$ cat config.mk
export PLATFORM = sky130hd
export DESIGN_NAME = ewhb_edge_gen
export DESIGN_NICKNAME = d
export VERILOG_FILES = /design/src/sv/ewhb_pkg.sv /design/src/sv/ewhb_edge_gen.sv
export SDC_FILE = /design/constraint.sdc
export NUM_CORES = 1
export LEC_CHECK = 0
export ABC_AREA = 1
export BUFFER_PORTS_ARGS = -buffer_cell sky130_fd_sc_hd__buf_2
export CAP_MARGIN = 20
export CORE_ASPECT_RATIO = 1.2
export CORE_MARGIN = 5
export CORE_UTILIZATION = 25
export DETAILED_ROUTE_END_ITERATION = 12
export GPL_ROUTABILITY_DRIVEN = 0
export HOLD_SLACK_MARGIN = 0.12
export SLEW_MARGIN = 20
export SYNTH_ARGS = -nofsm -noshare
export SYNTH_HDL_FRONTEND = slang
export SYNTH_SLANG_ARGS = --single-unit
$ cat constraint.sdc
create_clock -name clk -period 12.5 [get_ports clk]
set_clock_uncertainty 0.15 [all_clocks]
set_input_delay 2.5 -clock clk [delete_from_list [all_inputs] [get_ports clk]]
set_output_delay 2.5 -clock clk [all_outputs]
set_load 0.02 [all_outputs]
$ cat src/sv/ewhb_pkg.sv
// Shared types and constants of the equi-width histogram binner.
// No dependencies; used by every module of the block.
package ewhb_pkg;

  localparam int MAX_FIELDS_DEF  = 4;
  localparam int MAX_BUCKETS_DEF = 15;

  localparam int VAL_W     = 64;
  localparam int CNT_W     = 32;
  localparam int FLD_W     = 2;
  localparam int BKT_W     = 4;
  localparam int FCFG_W    = 3;
  localparam int CFG_IDX_W = 2;
  localparam int DIV_CNT_W = $clog2(VAL_W);

  localparam logic [VAL_W-1:0]  MIN_VALUE_RST    = 64'd0;
  localparam logic [VAL_W-1:0]  MAX_VALUE_RST    = 64'd6553600;
  localparam logic [BKT_W-1:0]  BUCKET_COUNT_RST = 4'd10;
  localparam logic [FCFG_W-1:0] FIELD_COUNT_RST  = 3'd1;

  typedef enum logic [CFG_IDX_W-1:0] {
    CFG_MIN_VALUE    = 2'd0,
    CFG_MAX_VALUE    = 2'd1,
    CFG_BUCKET_COUNT = 2'd2,
    CFG_FIELD_COUNT  = 2'd3
  } cfg_reg_t;

  typedef enum logic [1:0] {
    ST_IDLE,
    ST_EDGES,
    ST_RUN,
    ST_FLUSH
  } state_t;

  typedef enum logic [1:0] {
    EG_IDLE,
    EG_DIV,
    EG_STEP
  } eg_state_t;

  typedef struct packed {
    logic [FLD_W-1:0]        field_index;
    logic signed [VAL_W-1:0] sample;
    logic                    end_of_buffer;
  } in_item_t;

  typedef struct packed {
    logic [FLD_W-1:0]        hist_field;
    logic [BKT_W-1:0]        bucket_index;
    logic [CNT_W-1:0]        bucket_total;
    logic signed [VAL_W-1:0] field_sum;
    logic                    last_result;
  } out_item_t;

  // One edge write from the edge generator; done marks the final edge.
  typedef struct packed {
    logic                    we;
    logic [BKT_W-1:0]        idx;
    logic signed [VAL_W-1:0] value;
    logic                    done;
  } edge_wr_t;

endpackage

$ cat src/sv/ewhb_edge_gen.sv
// Bucket edge generator: bit-serial divide of the range by the bucket count,
// then one edge per cycle. Depends on ewhb_pkg.
module ewhb_edge_gen #(
  parameter int MAX_BUCKETS = ewhb_pkg::MAX_BUCKETS_DEF
) (
  input  logic                              clk,
  input  logic                              rst_n,
  input  logic                              start,
  input  logic [ewhb_pkg::VAL_W-1:0]        span,
  input  logic signed [ewhb_pkg::VAL_W-1:0] base,
  input  logic [$clog2(MAX_BUCKETS+1)-1:0]  nb,
  output ewhb_pkg::edge_wr_t                edge_wr
);

  localparam int SLOT_W = $clog2(MAX_BUCKETS + 1);
  localparam int VAL_W  = ewhb_pkg::VAL_W;
  localparam int DCW    = ewhb_pkg::DIV_CNT_W;

  ewhb_pkg::eg_state_t state_r, state_nxt;

  logic [VAL_W-1:0]        num_r;
  logic [SLOT_W-1:0]       rem_r;
  logic [SLOT_W-1:0]       nb_r;
  logic signed [VAL_W-1:0] base_r;
  logic [SLOT_W-1:0]       acc_r;
  logic [DCW-1:0]          cnt_r;

  logic [SLOT_W:0]         rem_sh;
  logic                    div_ge;
  logic [SLOT_W-1:0]       rem_div;
  logic [SLOT_W:0]         acc_sum;
  logic                    carry;
  logic [SLOT_W-1:0]       acc_step;
  logic signed [VAL_W-1:0] base_step;
  logic [SLOT_W-1:0]       nb_m1;
  logic                    div_last;
  logic                    step_last;

  // Restoring division, one quotient bit per cycle.
  assign rem_sh  = {rem_r, num_r[VAL_W-1]};
  assign div_ge  = rem_sh >= {1'b0, nb_r};
  assign rem_div = div_ge ? SLOT_W'(rem_sh - {1'b0, nb_r}) : rem_sh[SLOT_W-1:0];

  // edge i = base + i*q + floor(i*r/n), carried forward incrementally
  assign acc_sum   = {1'b0, acc_r} + {1'b0, rem_r};
  assign carry     = acc_sum >= {1'b0, nb_r};
  assign acc_step  = carry ? SLOT_W'(acc_sum - {1'b0, nb_r}) : acc_sum[SLOT_W-1:0];
  assign base_step = base_r + $signed(num_r) + $signed({{(VAL_W-1){1'b0}}, carry});

  assign nb_m1     = nb_r - SLOT_W'(1);
  assign div_last  = cnt_r == {DCW{1'b1}};
  assign step_last = cnt_r == DCW'(nb_m1);

  always_comb begin
    state_nxt = state_r;
    unique case (state_r)
      ewhb_pkg::EG_IDLE: if (start) state_nxt = ewhb_pkg::EG_DIV;
      ewhb_pkg::EG_DIV:  if (div_last) state_nxt = ewhb_pkg::EG_STEP;
      ewhb_pkg::EG_STEP: if (step_last) state_nxt = ewhb_pkg::EG_IDLE;
      default:           state_nxt = ewhb_pkg::EG_IDLE;
    endcase
  end

  always_comb begin
    edge_wr.we    = state_r == ewhb_pkg::EG_STEP;
    edge_wr.idx   = ewhb_pkg::BKT_W'(cnt_r);
    edge_wr.value = base_step;
    edge_wr.done  = (state_r == ewhb_pkg::EG_STEP) && step_last;
  end

  always_ff @(posedge clk) begin
    if (!rst_n) begin
      state_r <= ewhb_pkg::EG_IDLE;
    end else begin
      state_r <= state_nxt;
    end
  end

  always_ff @(posedge clk) begin
    unique case (state_r)
      ewhb_pkg::EG_IDLE: begin
        num_r  <= span;
        rem_r  <= '0;
        nb_r   <= nb;
        base_r <= base;
        acc_r  <= '0;
        cnt_r  <= '0;
      end
      ewhb_pkg::EG_DIV: begin
        num_r <= {num_r[VAL_W-2:0], div_ge};
        rem_r <= rem_div;
        cnt_r <= cnt_r + DCW'(1);
      end
      ewhb_pkg::EG_STEP: begin
        base_r <= base_step;
        acc_r  <= acc_step;
        cnt_r  <= cnt_r + DCW'(1);
      end
      default: begin
        cnt_r <= '0;
      end
    endcase
  end

endmodule

==> results.txt <==
----------------------------------------------------
[Worst setup path]
  Req. time, crit path ... 9.85 ns
  Worst Setup End Kind ... output pin
  Category of the worst setup path launch point ... flip-flop
  Category of the most critical setup path ... reg -> out
  Worst reg2reg path depth ... 22
  Startpoint of the worst register-to-register path ... rem_r[0]
  Critical register-to-register path endpoint ... base_r[26]
  Maximum fanout encountered on the critical timing path ... 7
  Register-to-register setup slack ... 7.78 ns
  Arrival time worst endpoint ... 4.98 ns

[STA]
  Achievable frequency ... 131 MHz
  Worst slew margin ... 31.6%
  Summed negative setup slack over all endpoints ... 0 ns
  Transition time at the pin with the least slew margin ... 1.03 ns
  Shortest clock period the worst path allows after layout ... 7.63 ns
  Post-route fraction of the period consumed by the critical path ... 61.0%
  Number of endpoints with negative hold slack in the final report ... 0
  Finish-stage setup viols ... 0
  Unrepaired setup endpoints after global routing ... false
  Slew Limit Fails ... 0

[Global routing]
  Antenna violations before repair ... 0
  Maximum number of pins on one net before global-route repair ... 71
  Total overflow reported by the global router ... 0
  All-layer global routing usage ... 16.0%
  First-pass GRT wire length ... 68100 microns
  Number of global-route vias before repair ... 11928

[Route]
  Detailed-route vias per instance ... 4.38
  Count of routing violations after the opening detailed-route iteration ... 757
  Met2 wire length ... 23000 microns
  Met3 Wirelength ... 2050 microns
  Antenna Violating Nets Remaining ... 0
  Number of iterations in the first detailed-routing pass ... 6
  WL final ... 45600 microns
  Top sig layer ... met4
  Detailed-route wire length per cell ... 16.4 microns
  Remaining DRCs ... 0
  Total via count after detailed routing ... 12197
  Met1 wire length ... 19300 microns

[Layout]
  Ant diodes ... 0
  Layout Nets ... 2346
  Layout cells sized above 1 ... 14.5%
  Area growth from synthesis to layout ... 18.0%
  Commonest cells after routing, fill and taps aside ... 905 x sky130_fd_sc_hd__nand2_1, 309 x sky130_fd_sc_hd__inv_1, 204 x sky130_fd_sc_hd__buf_2
  Most frequent standard cell in the layout excluding fill and tap cells ... sky130_fd_sc_hd__nand2_1

[Synthesis]
  Sequential area share after synthesis ... 34.3%
  Gate count after technology mapping ... 1934
  Cell area after synthesis ... 0.0127 sq mm
  Most instantiated flip-flop cell in the synthesis netlist ... sky130_fd_sc_hd__edfxtp_1
  Number of distinct library cell variants in the gate-level netlist after synthesis ... 38
  Number of enable-type register cells in the synthesized netlist ... 140
  Number of flip-flops and latches in the synthesized netlist ... 148
  Count of synthesis-stage warnings from yosys ... 0
  Share of flip-flops with an asynchronous set or reset after synthesis ... 0%
  Post-synthesis net count ... 2152
  Post-synthesis average cell area ... 6.59 sq um

[Floorplan]
  Top-level port count ... 205
  Vertical die dimension ... 257 microns
  Initial cell density of the core ... 25.3%
  DIE WIDTH ... 216 microns
  Row count ... 90
  Standard cell core area ... 0.0503 sq mm
  Floorplan die area ... 0.0556 sq mm

[Job]
  Number of maximum-capacitance constraint violations ... 0

[Clock network]
  Total clock sinks ... 148
  Number of hold buffers added after CTS ... 0
  Clock buffer count from CTS ... 17
  Bufs on Longest Clock Path ... 2
  CTS tree ... built
  Clock latency on the worst-skew pair ... 0.47 ns
  Count of instances resized after the clock tree is built ... 0
  Clock root buffer ... sky130_fd_sc_hd__clkbuf_16
  Post-CTS Repair Setup Buffers ... 0
  Post-CTS clock slew at the launch and capture registers of the worst setup and hold paths ... 0.07 ns
  CTS H-Tree Depth ... 4

[Worst hold path]
  Path category of the worst min-delay check ... reg -> reg
  Hold_sp ... cnt_r[0]
  Endpoint of the worst hold path ... cnt_r[0]
  Number of cells on the worst hold path ... 1

[Placed design]
  Buffers added on ports ... 204
  Dpl hpwl ... 36800 microns

[Status]
  Result of the run ... finished, final reports clean

----------------------------------------------------
==> layer usage <==
| metal | vias up | track usage [%] |
|---|---|---|
| met4 | 0 | 5.05 |
| met3 | 60 | 3.27 |
| met5 | - | 0 |
| met1 | 5484 | 18.9 |
| met2 | 290 | 29.2 |
| li1 | 6363 | - |
==> layout make-up <==
| class | instances | area [sq um] |
|---|---|---|
| fillers | 5616 | 35300 |
| multi-input cells | 1436 | 7060 |
| flip-flops and latches | 148 | 4360 |
| inverters | 317 | 1190 |
| repair buffers | 208 | 1050 |
| well taps | 644 | 806 |
| clock buffers | 22 | 497 |
| clock inverters | 10 | 67.6 |
==> synth_stat cells, types with 4 or more instances <==
master | n | share of area, %
sky130_fd_sc_hd__ha_1 | 79 | 7.8
sky130_fd_sc_hd__fa_1 | 4 | 0.63
sky130_fd_sc_hd__dfxtp_1 | 8 | 1.3
sky130_fd_sc_hd__nand3_1 | 76 | 3.0
sky130_fd_sc_hd__o21bai_1 | 5 | 0.29
sky130_fd_sc_hd__nand3b_1 | 15 | 0.88
sky130_fd_sc_hd__nand2_2 | 20 | 0.98
sky130_fd_sc_hd__o21ai_0 | 26 | 1.0
sky130_fd_sc_hd__buf_4 | 4 | 0.24
sky130_fd_sc_hd__nand4_1 | 10 | 0.49
sky130_fd_sc_hd__a21oi_1 | 66 | 2.6
sky130_fd_sc_hd__edfxtp_1 | 140 | 33
sky130_fd_sc_hd__nor2_2 | 17 | 0.83
sky130_fd_sc_hd__clkbuf_1 | 25 | 0.74
sky130_fd_sc_hd__inv_2 | 6 | 0.18
sky130_fd_sc_hd__nand2_1 | 907 | 27
sky130_fd_sc_hd__nand3_2 | 4 | 0.31
sky130_fd_sc_hd__xor2_1 | 28 | 1.9
sky130_fd_sc_hd__nor2_4 | 5 | 0.44
sky130_fd_sc_hd__nor2_1 | 100 | 2.9
sky130_fd_sc_hd__inv_1 | 310 | 9.1
sky130_fd_sc_hd__and2_1 | 33 | 1.6
sky130_fd_sc_hd__nor3_1 | 7 | 0.27
sky130_fd_sc_hd__xnor2_1 | 10 | 0.69
sky130_fd_sc_hd__nor3_2 | 7 | 0.55
==> cells by family after synthesis <==
family / synth area share [%]
and+or+nand+nor: 39.6
buffers and inverters: 10.5
DFF: 34.3
AOI/OAI and AO/OA: 4.25
adders and majority gates: 8.39
xor gates and xnor gates: 3.00
==> worst max-delay path, cell delays in order (launching register included) <==
cell and delay (ns):
sky130_fd_sc_hd__edfxtp_1 0.44, sky130_fd_sc_hd__ha_1 0.25, sky130_fd_sc_hd__fa_1 0.41, sky130_fd_sc_hd__xor2_1 0.24, sky130_fd_sc_hd__ha_1 0.31, sky130_fd_sc_hd__nand2_1 0.09, sky130_fd_sc_hd__nor2_1 0.04, sky130_fd_sc_hd__a211oi_1 0.30
sky130_fd_sc_hd__nand2_1 0.09, sky130_fd_sc_hd__nand2_1 0.07, sky130_fd_sc_hd__nand2_1 0.14, sky130_fd_sc_hd__fa_1 0.50, sky130_fd_sc_hd__nand2_1 0.09, sky130_fd_sc_hd__nand2_1 0.09, sky130_fd_sc_hd__nand2_1 0.09, sky130_fd_sc_hd__nand3_2 0.12
sky130_fd_sc_hd__nand2_1 0.09, sky130_fd_sc_hd__nand2_1 0.10, sky130_fd_sc_hd__nand2_1 0.08, sky130_fd_sc_hd__nand2_1 0.24, sky130_fd_sc_hd__xor2_1 0.46, sky130_fd_sc_hd__buf_2 0.25
==> worst max-delay path by stage <==
stage / startpoint / endpoint / slack, ns / cells after the start
6_report: rem_r[0] / edge_wr[27] / 4.87 / 21
3_3_place_gp: rem_r[0] / edge_wr[43] / 5.55 / 24
5_1_grt: rem_r[0] / edge_wr[27] / 4.58 / 21
2_1_floorplan: rem_r[0] / edge_wr[33] / 6.17 / 23
4_1_cts: rem_r[0] / edge_wr[27] / 4.94 / 21
3_5_place_dp: rem_r[0] / edge_wr[27] / 5.47 / 21
==> registers in the layout (all words and copies together) (netlist names) <==
register	cells
acc_r	4
base_r	64
cnt_r	6
nb_r	4
num_r	64
rem_r	4
state_r	2
==> stage by stage <==
step / setup slack (ns) / util (%) / hold WS, ns / cells / instance area, sq um
after floorplan: 6.17 / - / 0.302 / 1934 / 12700
after global placement: 5.55 / 28.7 / 0.333 / 2753 / 14500
after detailed placement: 5.47 / 28.7 / 0.342 / 2753 / 14500
after CTS: 4.94 / 29.9 / 0.357 / 2785 / 15000
after global routing: 4.58 / 29.9 / 0.392 / 2785 / 15000
final: 4.87 / 29.9 / 0.359 / 2785 / 15000
Power is left out: the tool's default activity adds up to more than one toggle a clock period on the data nets, which glitch-free logic cannot reach.
